`src/sv/npc_pkg.sv`:
```
// ---------------------------------------------------------------------------
// Nearest palette colour search - package
// Widths, codes, transaction types and helpers shared by the block.
// ---------------------------------------------------------------------------
package npc_pkg;

    localparam int unsigned COMP_W              = 8;
    localparam int unsigned IDX_W               = 8;
    localparam int unsigned COUNT_W             = 9;
    localparam int unsigned SQ_W                = 2 * COMP_W;
    localparam int unsigned DIST_W              = SQ_W + 2;
    localparam int unsigned DEF_PALETTE_ENTRIES = 256;

    localparam logic [COUNT_W-1:0] COUNT_RESET = COUNT_W'(256);

    localparam logic ACTION_WRITE = 1'b0;
    localparam logic ACTION_QUERY = 1'b1;

    typedef struct packed {
        logic [COMP_W-1:0] red;
        logic [COMP_W-1:0] green;
        logic [COMP_W-1:0] blue;
    } t_rgb;

    typedef struct packed {
        logic              action;
        logic [IDX_W-1:0]  entry_index;
        logic [COMP_W-1:0] red;
        logic [COMP_W-1:0] green;
        logic [COMP_W-1:0] blue;
    } t_in_item;

    typedef struct packed {
        logic [IDX_W-1:0] color_index;
        logic             exact_match;
    } t_out_item;

    // one palette entry presented to the distance unit
    typedef struct packed {
        logic             slot;
        logic             active;
        logic             first;
        logic             last;
        logic [IDX_W-1:0] index;
        t_rgb             color;
    } t_probe;

    typedef struct packed {
        logic             valid;
        logic [IDX_W-1:0] color_index;
        logic             exact_match;
    } t_result;

    function automatic logic [COMP_W-1:0] abs_diff(input logic [COMP_W-1:0] a,
                                                   input logic [COMP_W-1:0] b);
        abs_diff = (a >= b) ? (a - b) : (b - a);
    endfunction

endpackage

```
`src/sv/npc_cell.sv`:
```
// ---------------------------------------------------------------------------
// Nearest palette colour search - palette cell
// Holds one palette entry; loads it on a write and takes the entry of the next
// cell of the ring while a search rotates the palette.
// ---------------------------------------------------------------------------
module npc_cell
    import npc_pkg::*;
#(
    parameter int unsigned CELL_INDEX = 0
) (
    input  logic             i_clk,
    input  logic             i_wr_en,
    input  logic [IDX_W-1:0] i_wr_index,
    input  t_rgb             i_wr_color,
    input  logic             i_shift,
    input  t_rgb             i_next_color,
    output t_rgb             o_color
);

    t_rgb r_color;
    t_rgb n_color;

    always_comb begin
        n_color = r_color;
        if (i_shift) begin
            n_color = i_next_color;
        end else if (i_wr_en && (i_wr_index == IDX_W'(CELL_INDEX))) begin
            n_color = i_wr_color;
        end
    end

    always_ff @(posedge i_clk) begin
        r_color <= n_color;
    end

    assign o_color = r_color;

endmodule

```
`config.mk`:
```
export PLATFORM = sky130hd
export DESIGN_NAME = npc_cell
export DESIGN_NICKNAME = d
export VERILOG_FILES = /design/src/sv/npc_pkg.sv /design/src/sv/npc_cell.sv
export SDC_FILE = /design/constraint.sdc
export NUM_CORES = 1
export LEC_CHECK = 0
export BUFFER_PORTS_ARGS = -buffer_cell sky130_fd_sc_hd__clkbuf_2
export CAP_MARGIN = 20
export CELL_PAD_IN_SITES_DETAIL_PLACEMENT = 1
export CELL_PAD_IN_SITES_GLOBAL_PLACEMENT = 1
export CORE_MARGIN = 3
export CORE_UTILIZATION = 33
export CTS_CLUSTER_SIZE = 8
export DETAILED_ROUTE_END_ITERATION = 6
export PLACE_DENSITY = 0.95
export SETUP_SLACK_MARGIN = 0.02
export SYNTH_ARGS = -nofsm -noshare
export SYNTH_HDL_FRONTEND = slang
export SYNTH_SLANG_ARGS = --single-unit
```
`constraint.sdc`:
```
create_clock -name i_clk -period 4.8 [get_ports i_clk]
set_clock_uncertainty 0.2 [all_clocks]
set_input_delay 0.96 -clock i_clk [delete_from_list [all_inputs] [get_ports i_clk]]
set_output_delay 0.96 -clock i_clk [all_outputs]
set_load 0.02 [all_outputs]
```
# Word-level counts from Yosys, hierarchy flattened
# Index checks and enable logic that the tools add are counted.
# totals
register_bits	24
input_bits	59
output_inout_bits	24
elab_cells	8
# classes
mux	2
reduce_logical	3
# ops
op	n
2-to-1 mux 24 bit	2
zero test 8 bit	1
nonzero test 2 bit	1
logical AND 1 bit	1

# Logic depth before layout (Yosys ltp)
# depth
word_depth	4
mapped_depth	3
ltp_nobuf	2

# Least setup slack after synthesis
# No wires, ideal clock.
# synth_timing
path_kind	input to register
from	in i_wr_index[2]
to	reg r_color (netlist bit o_color[0]), enable pin
setup_ps	382
t_arrival_ps	1899
required_time_ps	4218
path_slack_ps	2319
path_stages	2
n_path_buf	0
cell_sequence	nor4_1 -> a41o_1
# synth_between
elab_chain_cells	3
# synth_lines
item	line	rtl
from (decl)	npc_cell.sv:13	input logic [IDX_W-1:0] i_wr_index,
zero test 8 bit	npc_cell.sv:27	end else if (i_wr_en && (i_wr_index == IDX_W'(CELL_INDEX))) begin
logical AND 1 bit	npc_cell.sv:27	
nonzero test 2 bit (no line)	n/a	
to (signal assigned)	npc_cell.sv:33	r_color <= n_color;
to (decl)	npc_cell.sv:20	t_rgb r_color;
# No other way between the ends.
# A chain may end at the register's enable or synchronous reset.

# Worst setup path in the final report
# layout_timing
from	in i_shift
to	reg r_color (netlist bit o_color[9]), enable pin
# layout_between
elab_chain_cells	1
# layout_lines
item	line	rtl
from (decl)	npc_cell.sv:15	input logic i_shift,
nonzero test 2 bit (no line)	n/a	
# No other way between the ends.

==> results <==
- The flow ran to the end, and the final reports show no timing, DRC or antenna violations.
- The worst setup margin is 2.14 ns.
- The first global-routing pass estimated 4130 µm of wire.
- Data on the critical path arrives at its endpoint at 2.39 ns.
- The antenna cell count is 0.
- The type of element launching the critical path is an input port.
- The upper clock frequency limit is 0.376 GHz.
- The net count of the finished layout is 198.
- At the end of routability-driven placement, the weighted congestion stood at 0.651.
- OpenSTA, run right after detailed placement, puts the worst setup slack at 1.75 ns.
- The number of gates resized after CTS is 0.
- The largest net degree at the start of global routing is 26.
- In this run the vertical extent of the chip is 64.7 µm.
- The clock-pin slew on the worst setup and hold paths is 0.12 ns.
- The maximum fanout along the worst path is 25.
- The number of global-route vias before repair came to 936.
- The width of the die is 64.7 µm.
- The static leakage is 0.779 nW.
- The register with the most flip-flops in the layout has 24 of them.
- Each instance of the synthesized netlist takes up on average 20.7 µm².
- For this run, the slowest stage of the critical path takes 0.83 ns.
- The H-tree depth reported by CTS is 1.
- In the layout the commonest cells are 82 x sky130_fd_sc_hd__clkbuf_2, 24 x sky130_fd_sc_hd__edfxtp_1, 19 x sky130_fd_sc_hd__mux2_4.
- The post-synthesis cell count is 55.
- The smallest clock period supported by the final layout is computed as 2.66 ns.
- The post-detailed-routing wire length is 2560 µm.
- Sequential elements use 63.3% of the synthesized area.
- The kind of cell with the highest combined delay along the critical path is compound AO/OA/AOI/OAI gates.
- The number of antenna violations at the first check in global routing is 0.
- Port buffering added 82 buffers.
- The number of different library cells used by synthesis comes to 9.
- The CTS tree is yes.
- Data on the critical path is required at its endpoint by 4.53 ns.
- The global-route usage over all layers is 13.0%.
- The fraction of final layout cells sized beyond drive strength 1 is 79.6%.
- The floorplan step defined a core boundary enclosing 3180 µm².
- The die covers 4190 µm².
- The worst IR drop on VDD is 105 µV.
- In the routed design, unresolved DRC markers number 0.
- The post-synthesis net count is 114.
- The slowest stage cell on the critical path is sky130_fd_sc_hd__a41o_1.
- The residual antenna-violating net count after detailed routing is 0.
- In this run the core area contains 20 standard-cell rows.
- Counting every sink on the clock net gives 24.
- Headroom to the max-slew limit came out at 35.8%.
- The clock buffer count from CTS is 3.
- The total overflow left after global routing is 0.
- Dividing the detail-routed via count by the number of cells gives 4.34.
- The final max-slew violation count is 0.
- The most common cell after layout, fill and taps aside is sky130_fd_sc_hd__clkbuf_2.
- The final total negative setup slack is 0 ns.
- In this run the count of I/O pins placed on the die edge is 83.
- The number of failing hold endpoints at the final stage is 0.
- The area growth from synthesis to layout is 38.4%.
- The tool flagged a number of max-cap violations equal to 0.
- The post-detailed-placement half-perimeter wirelength is 2250 µm.
- The detailed-route via count is 785.
- The path type of the worst setup path is input port to flop.
- The class of the tightest hold or removal check is input port to flop.
- Power spread over the standard cell area amounts to 280 nW/µm².
- The synthesized netlist occupies a cell area of 1140 µm².
- STA classifies the critical path endpoint as a flop.
- The clock root buffer master is sky130_fd_sc_hd__clkbuf_4.
- For this run, the number of Yosys warnings is 0.
- Walking the worst path, the cells encountered are clkbuf_2 -> a41o_1.
- The starting density of the core is 35.8%.
- Setup repair after global routing left no endpoint under its margin.
- The slew at the pin with the worst max-slew slack is 0.963 ns.
- The total of hold buffers inserted after clock tree synthesis is 0.
- The first TritonRoute pass finished after 3 iterations.
- The number of buffers and inverters on the critical path is 1.
- In this run, synthesis produced a sequential element count of 24.
- Post-CTS timing repair inserted 0 buffers for setup.
- The portion of the clock cycle consumed by the worst path in the final layout is 55.4%.
- The clock passes through at most 2 buffers.
- The detailed router finished its first iteration with 10 violations.
- Setup violations remaining at the end of the flow were counted as 0.
- After detailed routing, the average wire length per cell comes to 14.1 µm.
layer usage:
| metal | global-route usage (%) | routed length [µm] | vias to the layer above |
|---|---|---|---|
| li1 | - | - | 381 |
| met1 | 10.8 | 735 | 355 |
| met2 | 29.2 | 1590 | 45 |
| met3 | 1.39 | 181 | 4 |
| met4 | 4.75 | 50 | 0 |
| met5 | 0 | 0 | - |
power breakdown:
part	internal [mW]	total [mW]	switching [mW]
logic	0.0510	0.102	0.0508
registers	0.253	0.259	0.00512
clock network	0.0292	0.0815	0.0523
total	0.334	0.442	0.108
metrics by stage:
step,cells,power [mW],util [%],hold slack (ns),instance area (µm²)
final,181,0.442,49.6,0.756,1580
after global routing,181,0.463,49.6,0.743,1580
after CTS,181,0.447,49.6,0.750,1580
after detailed placement,178,0.368,48.9,1.06,1550
after global placement,178,0.362,48.9,1.06,1550
after floorplan,55,0.325,-,0.977,1140
path summary, 6_finish.rpt:
check,cells after the start,start,endpoint
min,2,i_wr_color[19],o_color[19]$_DFFE_PP_
max,2,i_shift,o_color[9]$_DFFE_PP_
kinds of logic after synthesis:
group,Yosys count,synth area share [%]
buffers and inverters,4,4.83
and+or+nand+nor,2,0.989
muxes,24,30.0
DFF,24,63.3
AOI/OAI and AO/OA,1,0.879
layout make-up:
type / instances / area, µm²
repair buffers: 82 / 410
clock buffers: 3 / 22.5
multi-input cells: 27 / 363
flip-flops and latches: 24 / 721
well taps: 44 / 55.1
fillers: 371 / 1600
inverters: 1 / 3.75
synthesized netlist by cell type:
library cell / number / area [µm²]
sky130_fd_sc_hd__buf_6: 1 / 11.3
sky130_fd_sc_hd__edfxtp_1: 24 / 721
sky130_fd_sc_hd__buf_12: 2 / 40.0
sky130_fd_sc_hd__inv_1: 1 / 3.75
sky130_fd_sc_hd__mux2_2: 5 / 56.3
sky130_fd_sc_hd__nor3_1: 1 / 5.00
sky130_fd_sc_hd__a41o_1: 1 / 10.0
sky130_fd_sc_hd__mux2_4: 19 / 285
sky130_fd_sc_hd__nor4_1: 1 / 6.26
Note: power is estimated with default switching activity, not from simulation.
