**src/sv/npc_pkg.sv**
```systemverilog
// ---------------------------------------------------------------------------
// Nearest palette colour search - package
// Widths, codes, transaction types and helpers shared by the block.
// ---------------------------------------------------------------------------
package npc_pkg;

    localparam int unsigned COMP_W              = 8;
    localparam int unsigned IDX_W               = 8;
    localparam int unsigned COUNT_W             = 9;
    localparam int unsigned SQ_W                = 2 * COMP_W;
    localparam int unsigned DIST_W              = SQ_W + 2;
    localparam int unsigned DEF_PALETTE_ENTRIES = 256;

    localparam logic [COUNT_W-1:0] COUNT_RESET = COUNT_W'(256);

    localparam logic ACTION_WRITE = 1'b0;
    localparam logic ACTION_QUERY = 1'b1;

    typedef struct packed {
        logic [COMP_W-1:0] red;
        logic [COMP_W-1:0] green;
        logic [COMP_W-1:0] blue;
    } t_rgb;

    typedef struct packed {
        logic              action;
        logic [IDX_W-1:0]  entry_index;
        logic [COMP_W-1:0] red;
        logic [COMP_W-1:0] green;
        logic [COMP_W-1:0] blue;
    } t_in_item;

    typedef struct packed {
        logic [IDX_W-1:0] color_index;
        logic             exact_match;
    } t_out_item;

    // one palette entry presented to the distance unit
    typedef struct packed {
        logic             slot;
        logic             active;
        logic             first;
        logic             last;
        logic [IDX_W-1:0] index;
        t_rgb             color;
    } t_probe;

    typedef struct packed {
        logic             valid;
        logic [IDX_W-1:0] color_index;
        logic             exact_match;
    } t_result;

    function automatic logic [COMP_W-1:0] abs_diff(input logic [COMP_W-1:0] a,
                                                   input logic [COMP_W-1:0] b);
        abs_diff = (a >= b) ? (a - b) : (b - a);
    endfunction

endpackage

```
**src/sv/npc_dist.sv**
```systemverilog
// ---------------------------------------------------------------------------
// Nearest palette colour search - distance and minimum unit
// Four-stage pipeline: absolute differences, squares, sum, running minimum.
// Holds the finished result until taken.
// ---------------------------------------------------------------------------
module npc_dist
    import npc_pkg::*;
(
    input  logic    i_clk,
    input  logic    i_rst_n,
    input  t_probe  i_probe,
    input  t_rgb    i_query,
    input  logic    i_take,
    output t_result o_result
);

    typedef struct packed {
        logic             slot;
        logic             active;
        logic             first;
        logic             last;
        logic [IDX_W-1:0] index;
    } t_tag;

    typedef struct packed {
        logic [COMP_W-1:0] dr;
        logic [COMP_W-1:0] dg;
        logic [COMP_W-1:0] db;
    } t_diff;

    typedef struct packed {
        logic [SQ_W-1:0] sr;
        logic [SQ_W-1:0] sg;
        logic [SQ_W-1:0] sb;
    } t_sq;

    t_tag              r_tag1, r_tag2, r_tag3;
    t_diff             r_diff;
    t_sq               r_sq;
    logic [DIST_W-1:0] r_sum;
    logic              r_found, n_found;
    logic [DIST_W-1:0] r_best_d, n_best_d;
    logic [IDX_W-1:0]  r_best_idx, n_best_idx;
    logic              r_hold, n_hold;
    t_tag              w_tag0;

    assign w_tag0 = '{slot:   i_probe.slot,
                      active: i_probe.active,
                      first:  i_probe.first,
                      last:   i_probe.last,
                      index:  i_probe.index};

    always_ff @(posedge i_clk) begin
        if (!i_rst_n) begin
            r_tag1.slot <= 1'b0;
            r_tag2.slot <= 1'b0;
            r_tag3.slot <= 1'b0;
            r_hold      <= 1'b0;
        end else begin
            r_tag1 <= w_tag0;
            r_tag2 <= r_tag1;
            r_tag3 <= r_tag2;
            r_hold <= n_hold;
        end
    end

    always_ff @(posedge i_clk) begin
        r_diff.dr     <= abs_diff(i_probe.color.red,   i_query.red);
        r_diff.dg     <= abs_diff(i_probe.color.green, i_query.green);
        r_diff.db     <= abs_diff(i_probe.color.blue,  i_query.blue);
        r_sq.sr       <= SQ_W'(r_diff.dr) * SQ_W'(r_diff.dr);
        r_sq.sg       <= SQ_W'(r_diff.dg) * SQ_W'(r_diff.dg);
        r_sq.sb       <= SQ_W'(r_diff.db) * SQ_W'(r_diff.db);
        r_sum         <= DIST_W'(r_sq.sr) + DIST_W'(r_sq.sg) + DIST_W'(r_sq.sb);
        r_found       <= n_found;
        r_best_d      <= n_best_d;
        r_best_idx    <= n_best_idx;
    end

    always_comb begin
        n_found    = r_found;
        n_best_d   = r_best_d;
        n_best_idx = r_best_idx;
        n_hold     = r_hold && !i_take;
        if (r_tag3.slot) begin
            if (r_tag3.first) begin
                n_found    = r_tag3.active;
                n_best_d   = r_sum;
                n_best_idx = r_tag3.active ? r_tag3.index : '0;
            end else if (r_tag3.active && (!r_found || (r_sum < r_best_d))) begin
                n_found    = 1'b1;
                n_best_d   = r_sum;
                n_best_idx = r_tag3.index;
            end
            if (r_tag3.last) begin
                n_hold = 1'b1;
            end
        end
    end

    assign o_result = '{valid:       r_hold,
                        color_index: r_best_idx,
                        exact_match: r_found && (r_best_d == '0)};

endmodule

```
**config.mk**
```make
export PLATFORM = sky130hd
export DESIGN_NAME = npc_dist
export DESIGN_NICKNAME = d
export VERILOG_FILES = /design/src/sv/npc_pkg.sv /design/src/sv/npc_dist.sv
export SDC_FILE = /design/constraint.sdc
export NUM_CORES = 1
export LEC_CHECK = 0
export BUFFER_PORTS_ARGS = -buffer_cell sky130_fd_sc_hd__buf_2
export CAP_MARGIN = 5
export CORE_AREA = 3 3 167 169
export CTS_BUF_LIST = sky130_fd_sc_hd__clkbuf_2
export DETAILED_ROUTE_END_ITERATION = 10
export DIE_AREA = 0 0 170 172
export GPL_TIMING_DRIVEN = 0
export PLACE_DENSITY = 0.71
export SETUP_SLACK_MARGIN = 0.3
export SKIP_LAST_GASP = 1
export SLEW_MARGIN = 20
export SYNTH_ARGS = -nofsm -noshare
export SYNTH_HDL_FRONTEND = slang
export SYNTH_SLANG_ARGS = --single-unit
```
**constraint.sdc**
```tcl
create_clock -name i_clk -period 8.75 [get_ports i_clk]
set_input_delay 2.625 -clock i_clk [delete_from_list [all_inputs] [get_ports i_clk]]
set_output_delay 2.625 -clock i_clk [all_outputs]
set_load 0.02 [all_outputs]
```
## After elaboration in Yosys (flattened, before gate mapping)

Index checks and enable logic that the tools add are counted.

- Register bits after elaboration: 154
- Bits of input ports: 63
- Logic and storage cells: 62
- Output and inout bits: 10

- Multiplexer cells: 12
- Reduce and logical (&&, ||, !) cells: 9
- Multipliers: 3
- $add $sub $neg: 8
- Order comparisons: 4

Operators by type and width:

| kind | count |
|---|---|
| $mul 8x8->16 | 3 |
| $mux 8 | 6 |
| $sub 8x8->8 | 6 |
| $mux 18 | 2 |
| $ge 8x8->1 | 3 |
| $add 17x16->18 | 1 |
| $logic_not 18->1 | 1 |
| $lt 18x18->1 | 1 |
| $add 16x16->17 | 1 |
| $mux 1 | 4 |
| $logic_and 1x1->1 | 3 |
| $logic_not 1->1 | 2 |
| $reduce_and 2->1 | 1 |
| $reduce_bool 2->1 | 1 |
| $logic_or 1x1->1 | 1 |

## Logic depth before layout (Yosys ltp)

Gate-level depths: netlist (run 1).

- Word-level depth: 5
- Depth in mapped cells: 18
- Depth with buffers taken out: 17

## Worst setup path after synthesis (run 1)

No wires, ideal clock.

- Kind: input port to flip-flop
- From: in i_probe[11] (netlist name)
- To: reg r_diff[13] (netlist name)
- Setup time: 0.126 ns
- Buffers on the path: 1
- Stages on the path: 10
- Data required time: 8.624 ns
- Path slack: 4.164 ns
- Data arrival time: 4.460 ns
- Path through: inv_1 ha_1 buf_2 a21oi_2 a31oi_1 a211oi_4 mux2_4 a21oi_1 o21ai_2 xor2_1

- Longest elaborated chain between the ends: 2
- Elaborated cells on any way between the ends: 4
- Those cells by class: add/sub (2); order compare (1); mux (1)

Ends and longest elaborated chain:

| element | line | source |
|---|---|---|
| start: declaration | npc_dist.sv:11 | `input t_probe i_probe,` |
| $sub 8x8->8 / $ge 8x8->1 (equally long branches) | npc_pkg.sv:56 | `abs_diff = (a >= b) ? (a - b) : (b - a);` |
| $mux 8 (*) | npc_pkg.sv:56 |  |
| end: declaration | npc_dist.sv:38 | `t_diff r_diff;` |

Mark *: on every way between the ends. The rest lies on a longest branch, timed or not.
A chain may end at the register's enable or synchronous reset.

## Worst setup path in the final report (run 1)

- From: reg r_diff[5] (netlist name)
- To: reg r_sq[14] (netlist name)

- Longest elaborated chain between the ends: 1

Ends and longest elaborated chain:

| element | line | source |
|---|---|---|
| $mul 8x8->16 | npc_dist.sv:73 | `r_sq.sb <= SQ_W'(r_diff.db) * SQ_W'(r_diff.db);` |
| end: declaration | npc_dist.sv:39 | `t_sq r_sq;` |

No other way between the ends.

==> impl_results.md, run 1 <==
- Setup repair after global routing missed its margin: false
- Clock sink count: 151
- Tcrit/Tclk final: 54.4%
- Area of all placed cells without fillers: 0.0131 mm2
- Post-CTS setup buffer count: 0
- Post-place setup slack: 3.82 ns
- F_max: 0.210 GHz
- Count of buffering cells on the critical path with inverters included: 3
- Longest individual stage delay on the worst path: 0.55 ns
- Clock tree from TritonCTS: done
- Placeable core area: 0.0267 mm2
- # fillers: 2470
- Congestion Overflow GR: 0
- CP Max Fanout: 8
- Routed vias: 7835
- Full die area: 0.0292 mm2
- Number of max-capacitance violations reported: 0
- Proportion of register bits with asynchronous set or reset after synthesis: 0%
- Crit path arrival time: 5.39 ns
- Post-Route Setup TNS: 0 ns
- Synth top cells by count: inv_1 (212), ha_1 (166), fa_1 (97), dfxtp_1 (91), and2_1 (69)
- Clock slew seen by the registers of the worst setup and hold paths: 0.28 ns
- Detailed-router iteration count before antenna repair: 5
- Worst-margin pin slew: 0.719 ns
- Gates resized, CTS repair: 0
- Clock latency on the worst-skew pair: 0.74 ns
- HPWL after detailed placement: 16500 um
- Most Used Layer, Global Route: met2
- Vertical extent of the die: 172 um
- Worst setup margin: 3.99 ns
- Routability cong.: 0.834
- Setup violation total in the final timing report: 0
- Routed vias/inst: 4.86
- Kind of start point of the critical path: flip-flop
- DIE WIDTH: 170 um
- Area growth syn-to-layout: 9.24%
- Final worst path period need: 4.76 ns
- Total number of yosys warnings: 0
- Post-synthesis sequential area ratio: 30.3%
- M1 GR Usage: 18.6%
- Total of hold buffers inserted after clock tree synthesis: 0
- Critical-path cell with the highest stage delay: dfxtp_1
- Kind of cell adding the most delay to the critical path: adder cells
- Critical Path Sink Type: flip-flop
- Total count of hold-check failures in the final report: 0
- Cell Area, Synth: 0.0120 mm2
- Worst Skew: 0.0437 ns
- Port buffer count: 72
- Req. time, crit path: 9.38 ns
- Number of instances in the synthesized netlist: 1164
- Nets@finish: 1584
- Synth unique cells: 59
- Proportion of layout cells with a drive suffix above 1: 10.7%
- Effective utilization at floorplan: 44.7%
- Crit path top cell by count: fa_1
- Global-route wire length before repair: 35400 um
- Number of enable-type register cells in the synthesized netlist: 60
- Worst hold path type: flip-flop to flip-flop
- Run status: finished, final reports clean
- Initial DRC count: 341
- Number of standard-cell rows in the floorplan: 60
- Type of the worst setup path: flip-flop to flip-flop
- Slew Limit Fails: 0
- Inserted Clock Buffers: 17
- Most common cell in the synthesized netlist: inv_1
- Yosys reg bits: 151
- Cell taking the most area after synthesis: ha_1
- Number of antenna violations at the first check in global routing: 1
- Routed wire per std cell: 12.4 um
- Post-Syn Area per Cell: 10.3 um2
- GR met2 Demand/Resource: 25.9%
- Maximum number of buffers from clock root to sink: 2
- Aggregate routed wire length: 19900 um
- Total GRT Usage: 14.6%
- Pin count of the biggest net entering global routing: 38
- Top_reg_cell synth: dfxtp_1
- Met3 demand-to-capacity share in global routing: 2.61%
- Total number of H-tree levels: 4
- Post-route antenna net violation count: 0
- Root buffer selected by CTS: clkbuf_2
- Vias in the first global route: 8033
- Number of remaining DRC errors: 0
- Max-Slew Margin vs Limit: 52.1%
- Area fraction of the dominant cell type after synthesis: 17.4%
- I/O pin count: 73
- Critical path, cell by cell: inv_1 -> nor2_1 -> fa_1 -> fa_1 -> inv_1 -> fa_1 -> fa_1 -> inv_1 -> ha_1 -> o21a_1 -> o21ai_0 -> a21oi_1 -> o21a_1 -> o21a_1 -> o211a_1 -> xor2_1
- Placed Area: 0.0128 mm2
- Main area contributors after synthesis: ha_1 (17%), fa_1 (16%), dfxtp_1 (15%)
layout by cell type, fill, tap and decap left out, drive strengths merged, types with 3 or more instances in the layout:
cell type | Yosys | routed
a211o | 3 | 3
a211oi | 13 | 13
a21o | 30 | 30
a21oi | 69 | 69
a22oi | 4 | 4
and2 | 71 | 71
and3 | 6 | 6
buf | 8 | 81
clkbuf | 8 | 25
clkinv | 0 | 7
conb | 1 | 3
dfxtp | 91 | 91
edfxtp | 60 | 60
fa | 97 | 97
ha | 166 | 166
inv | 212 | 220
mux2 | 3 | 3
mux2i | 18 | 18
nand2 | 43 | 43
nand2b | 14 | 14
nand3 | 4 | 4
nand4 | 8 | 8
nor2 | 36 | 36
nor2b | 17 | 17
nor3 | 7 | 7
nor4 | 6 | 6
o211ai | 7 | 7
o21a | 15 | 15
o21ai | 37 | 37
o21bai | 6 | 6
or2 | 5 | 5
or3 | 6 | 6
xnor2 | 46 | 46
xor2 | 25 | 25
through the flow:
step / hold WS [ns] / std cells / util, %
after detailed placement: 0.405 / 1580 / 47.8
after global routing: 0.418 / 1613 / 48.9
final: 0.433 / 1613 / 48.9
after floorplan: 0.400 / 1166 / -
after CTS: 0.433 / 1612 / 48.8
after global placement: 0.402 / 1579 / 47.7
worst reg2reg max path, delay by kind of cell (launching register included):
kind / cells / cell delay [ns]
xor+xnor: 1 / 0.23
simple gates: 1 / 0.23
compound gates: 6 / 1.01
buf+inv: 3 / 0.27
fa+ha+maj: 5 / 2.41
flops: 1 / 0.55
flip-flops by register name, summed over array words and instances, names as in the netlist:
signal and cells:
r_sq 45, r_sum 18, r_best_idx 8, r_best_d 18, r_tag2 12, r_found 1
r_hold 1, r_diff 24, r_tag3 12, r_tag1 12
routing by layer:
layer / vias up / part of all wire [%] / wire length (um)
li1: 4041 / - / -
met1: 3678 / 47 / 9340
met2: 103 / 49 / 9770
met3: 13 / 3.0 / 593
met4: 0 / 1.1 / 216
met5: - / 0 / 0
path summary, 6_finish.rpt:
path	startpoint	end	slack, ns	cells past startpoint
setup / recovery	r_diff[5]	r_sq[14]	3.99	16
hold / removal	r_sum[1]	r_best_d[1]	0.43	0
setup reg to reg	r_diff[5]	r_sq[14]	3.99	16
hold reg to reg	r_sum[1]	r_best_d[1]	0.43	0
final cells by class:
| type | count | area (um2) | share of cell area, % |
|---|---|---|---|
| Multi-Input combinational cell | 787 | 7450 | 57.1 |
| Timing Repair Buffer | 73 | 388 | 2.97 |
| Tap cell | 341 | 427 | 3.27 |
| Inverter | 212 | 796 | 6.09 |
| Clock inverter | 15 | 184 | 1.41 |
| Sequential cell | 151 | 3620 | 27.8 |
| Antenna cell | 1 | 2.50 | 0.0192 |
| Buffer | 16 | 100 | 0.767 |
| Clock buffer | 17 | 85.1 | 0.652 |
cell families after synthesis:
| group | after synthesis | share of synthesized area (%) |
|---|---|---|
| other cells | 1 | 0.0314 |
| xor+xnor | 71 | 5.20 |
| compound gates | 202 | 11.2 |
| fa+ha+maj | 263 | 33.6 |
| buf+inv | 228 | 7.50 |
| mux | 21 | 1.82 |
| simple gates | 227 | 10.3 |
| flops | 151 | 30.3 |
Power of run 1 is left out: the tool's default activity adds up to more than one toggle a clock period on the data nets, which glitch-free logic cannot reach.
==> run 2, diff against run 1 <==
--- a/config.mk
+++ b/config.mk
@@ -12,7 +12,7 @@
 export DETAILED_ROUTE_END_ITERATION = 10
 export DIE_AREA = 0 0 170 172
 export GPL_TIMING_DRIVEN = 0
-export PLACE_DENSITY = 0.71
+export PLACE_DENSITY = 0.73
 export SETUP_SLACK_MARGIN = 0.3
 export SKIP_LAST_GASP = 1
 export SLEW_MARGIN = 20
==> constraint.sdc (replaced) <==
create_clock -name i_clk -period 4 [get_ports i_clk]
set_input_delay 1.2 -clock i_clk [delete_from_list [all_inputs] [get_ports i_clk]]
set_output_delay 1.2 -clock i_clk [all_outputs]
set_load 0.02 [all_outputs]
==> impl_results.md, run 2 (synthesized netlist as in run 1, its figures left out) <==
- Smallest hold slack: 0.432 ns (was 0.433 ns)
- Req. time, crit path: 4.65 ns (was 9.38 ns)
- Biggest registers after layout: r_sq x45, r_diff x24 (unchanged)
- Clock latency on the worst-skew pair: 0.76 ns (was 0.74 ns)
- Worst reg2reg endpoint: r_sq[14] (unchanged)
- Congestion Overflow GR: 0 (unchanged)
- Area growth syn-to-layout: 19.4% (was 9.24%)
- Post-route antenna net violation count: 0 (unchanged)
- Setup violation total in the final timing report: 3 (was 0)
- Post-Route Utilization: 53.4% (was 48.9%)
- Hold path depth: 0 (unchanged)
- Maximum number of buffers from clock root to sink: 2 (unchanged)
- Total count of hold-check failures in the final report: 0 (unchanged)
- CP Max Fanout: 6 (was 8)
- F_max: 0.242 GHz (was 0.210 GHz)
- Vertical extent of the die: 172 um (unchanged)
- Detailed-router iteration count before antenna repair: 6 (was 5)
- Routability cong.: 0.818 (was 0.834)
- Global-route wire length before repair: 36200 um (was 35400 um)
- Pin count of the biggest net entering global routing: 38 (unchanged)
- Max-Slew Margin vs Limit: 51.2% (was 52.1%)
- Run status: finished with violations (was finished, final reports clean)
- Aggregate routed wire length: 22300 um (was 19900 um)
- Number of standard-cell rows in the floorplan: 60 (unchanged)
- DIE WIDTH: 170 um (unchanged)
- I/O pin count: 73 (unchanged)
- Number of remaining DRC errors: 0 (unchanged)
- Startpoint of the most critical register-to-register path: r_diff[4] (was r_diff[5])
- Port buffer count: 72 (unchanged)
- Setup repair after global routing missed its margin: true (was false)
- # fillers: 2273 (was 2470)
- Clock sink count: 151 (unchanged)
- Register-to-Register Path Depth: 16 (unchanged)
- Worst Skew: 0.0597 ns (was 0.0437 ns)
- Routed vias/inst: 4.93 (was 4.86)
- Placeable core area: 0.0267 mm2 (unchanged)
- Nets@finish: 1647 (was 1584)
- Worst setup margin: -0.129 ns (was 3.99 ns)
- Endpoint, Worst Hold: r_tag2[8] (was r_best_d[1])
- Critical Path Sink Type: flip-flop (unchanged)
- Total GRT Usage: 15.0% (was 14.6%)
- Worst-margin pin slew: 0.732 ns (was 0.719 ns)
- Startpoint of the lowest-slack hold path: r_tag1[8] (was r_sum[1])
- Effective utilization at floorplan: 44.7% (unchanged)
- Total number of H-tree levels: 4 (unchanged)
- Type of the worst setup path: flip-flop to flip-flop (unchanged)
- Kind of start point of the critical path: flip-flop (unchanged)
- Met3 demand-to-capacity share in global routing: 2.17% (was 2.61%)
- Tcrit/Tclk final: 103% (was 54.4%)
- Root buffer selected by CTS: clkbuf_2 (unchanged)
- Worst hold path type: flip-flop to flip-flop (unchanged)
- Clock slew seen by the registers of the worst setup and hold paths: 0.32 ns (was 0.28 ns)
- Routed wire per std cell: 13.3 um (was 12.4 um)
- Routed vias: 8290 (was 7835)
- Clock tree from TritonCTS: done (unchanged)
- M1 GR Usage: 19.2% (was 18.6%)
- Highest-count cells in the layout ignoring fill and taps: inv_1 (186), ha_1 (146), fa_1 (88) (was inv_1 (212), ha_1 (166), fa_1 (97))
- Most Used Layer, Global Route: met2 (unchanged)
- Number of max-capacitance violations reported: 0 (unchanged)
- Leading cell type in the layout, fill and taps excluded: inv_1 (unchanged)
- Full die area: 0.0292 mm2 (unchanged)
- Proportion of layout cells with a drive suffix above 1: 26.2% (was 10.7%)
- Violated checks: negative setup slack
- Initial DRC count: 317 (was 341)
- Slack of the worst reg-to-reg path: -0.13 ns (was 3.99 ns)
- Inserted Clock Buffers: 17 (unchanged)
- Crit path arrival time: 4.78 ns (was 5.39 ns)
- Top register by number of flip-flops: r_sq (unchanged)
- Slew Limit Fails: 0 (unchanged)
- Vias in the first global route: 8100 (was 8033)
- HPWL after detailed placement: 16600 um (was 16500 um)
- Final worst path period need: 4.13 ns (was 4.76 ns)
- Max FFs per register: 45 (unchanged)
- GR met2 Demand/Resource: 26.4% (was 25.9%)
- Number of antenna violations at the first check in global routing: 1 (unchanged)
-- run 2: routing by layer --
layer  vias to the layer above  routed length, um
li1                       4175                  -
met1                      3963              10100
met2                       128              11300
met3                        24                585
met4                         0                303
met5                         -                  0
-- run 2: through the flow --
step                      area, um2  cells  worst slack, ns  setup TNS (ns)
after global routing          14300   1680           -0.277           -1.68
after global placement        13000   1579           -0.120          -0.164
after floorplan               12300   1166            0.139               0
after detailed placement      13100   1580           -0.173          -0.470
after CTS                     13800   1643          -0.0982          -0.204
final                         14300   1680           -0.129          -0.242
-- run 2: final cells by class --
| type | instances | area (um2) | share of cell area, % |
|---|---|---|---|
| Timing Repair Buffer | 136 | 891 | 6.24 |
| Antenna cell | 5 | 12.5 | 0.0877 |
| Multi-Input combinational cell | 787 | 8010 | 56.1 |
| Buffer | 16 | 133 | 0.929 |
| Clock buffer | 17 | 85.1 | 0.596 |
| Sequential cell | 151 | 3710 | 26.0 |
| Tap cell | 341 | 427 | 2.99 |
| Inverter | 212 | 818 | 5.73 |
| Clock inverter | 15 | 189 | 1.32 |
-- run 2: worst max-delay path by stage --
| stage | from | to | depth (start not counted) |
|---|---|---|---|
| floorplan | r_diff[3] | r_sq[14] | 16 |
| global placement | r_diff[3] | r_sq[14] | 16 |
| detailed placement | r_diff[3] | r_sq[14] | 16 |
| CTS | r_diff[2] | r_sq[14] | 15 |
| global route | r_diff[1] | r_sq[14] | 17 |
| finish | r_diff[4] | r_sq[14] | 16 |
-- run 2: what timing repair did --
action	CTS	global route
hold buffers	0	0
pin swaps	39	65
gates resized for setup	58	68
endpoints found under the setup margin	19	22
setup buffers	31	32
-- run 2: critical path, stage by stage, from the launching register on --
cell	delay, ns
dfxtp_4	0.43
and2_4	0.17
ha_1	0.17
or2_4	0.25
fa_1	0.49
fa_1	0.53
inv_2	0.04
fa_1	0.54
inv_2	0.04
ha_4	0.22
o21a_1	0.18
o21ai_2	0.13
a21oi_2	0.06
o21a_1	0.21
o21a_1	0.19
o211a_1	0.23
xor2_2	0.16
Power of run 2 is left out for the same reason.
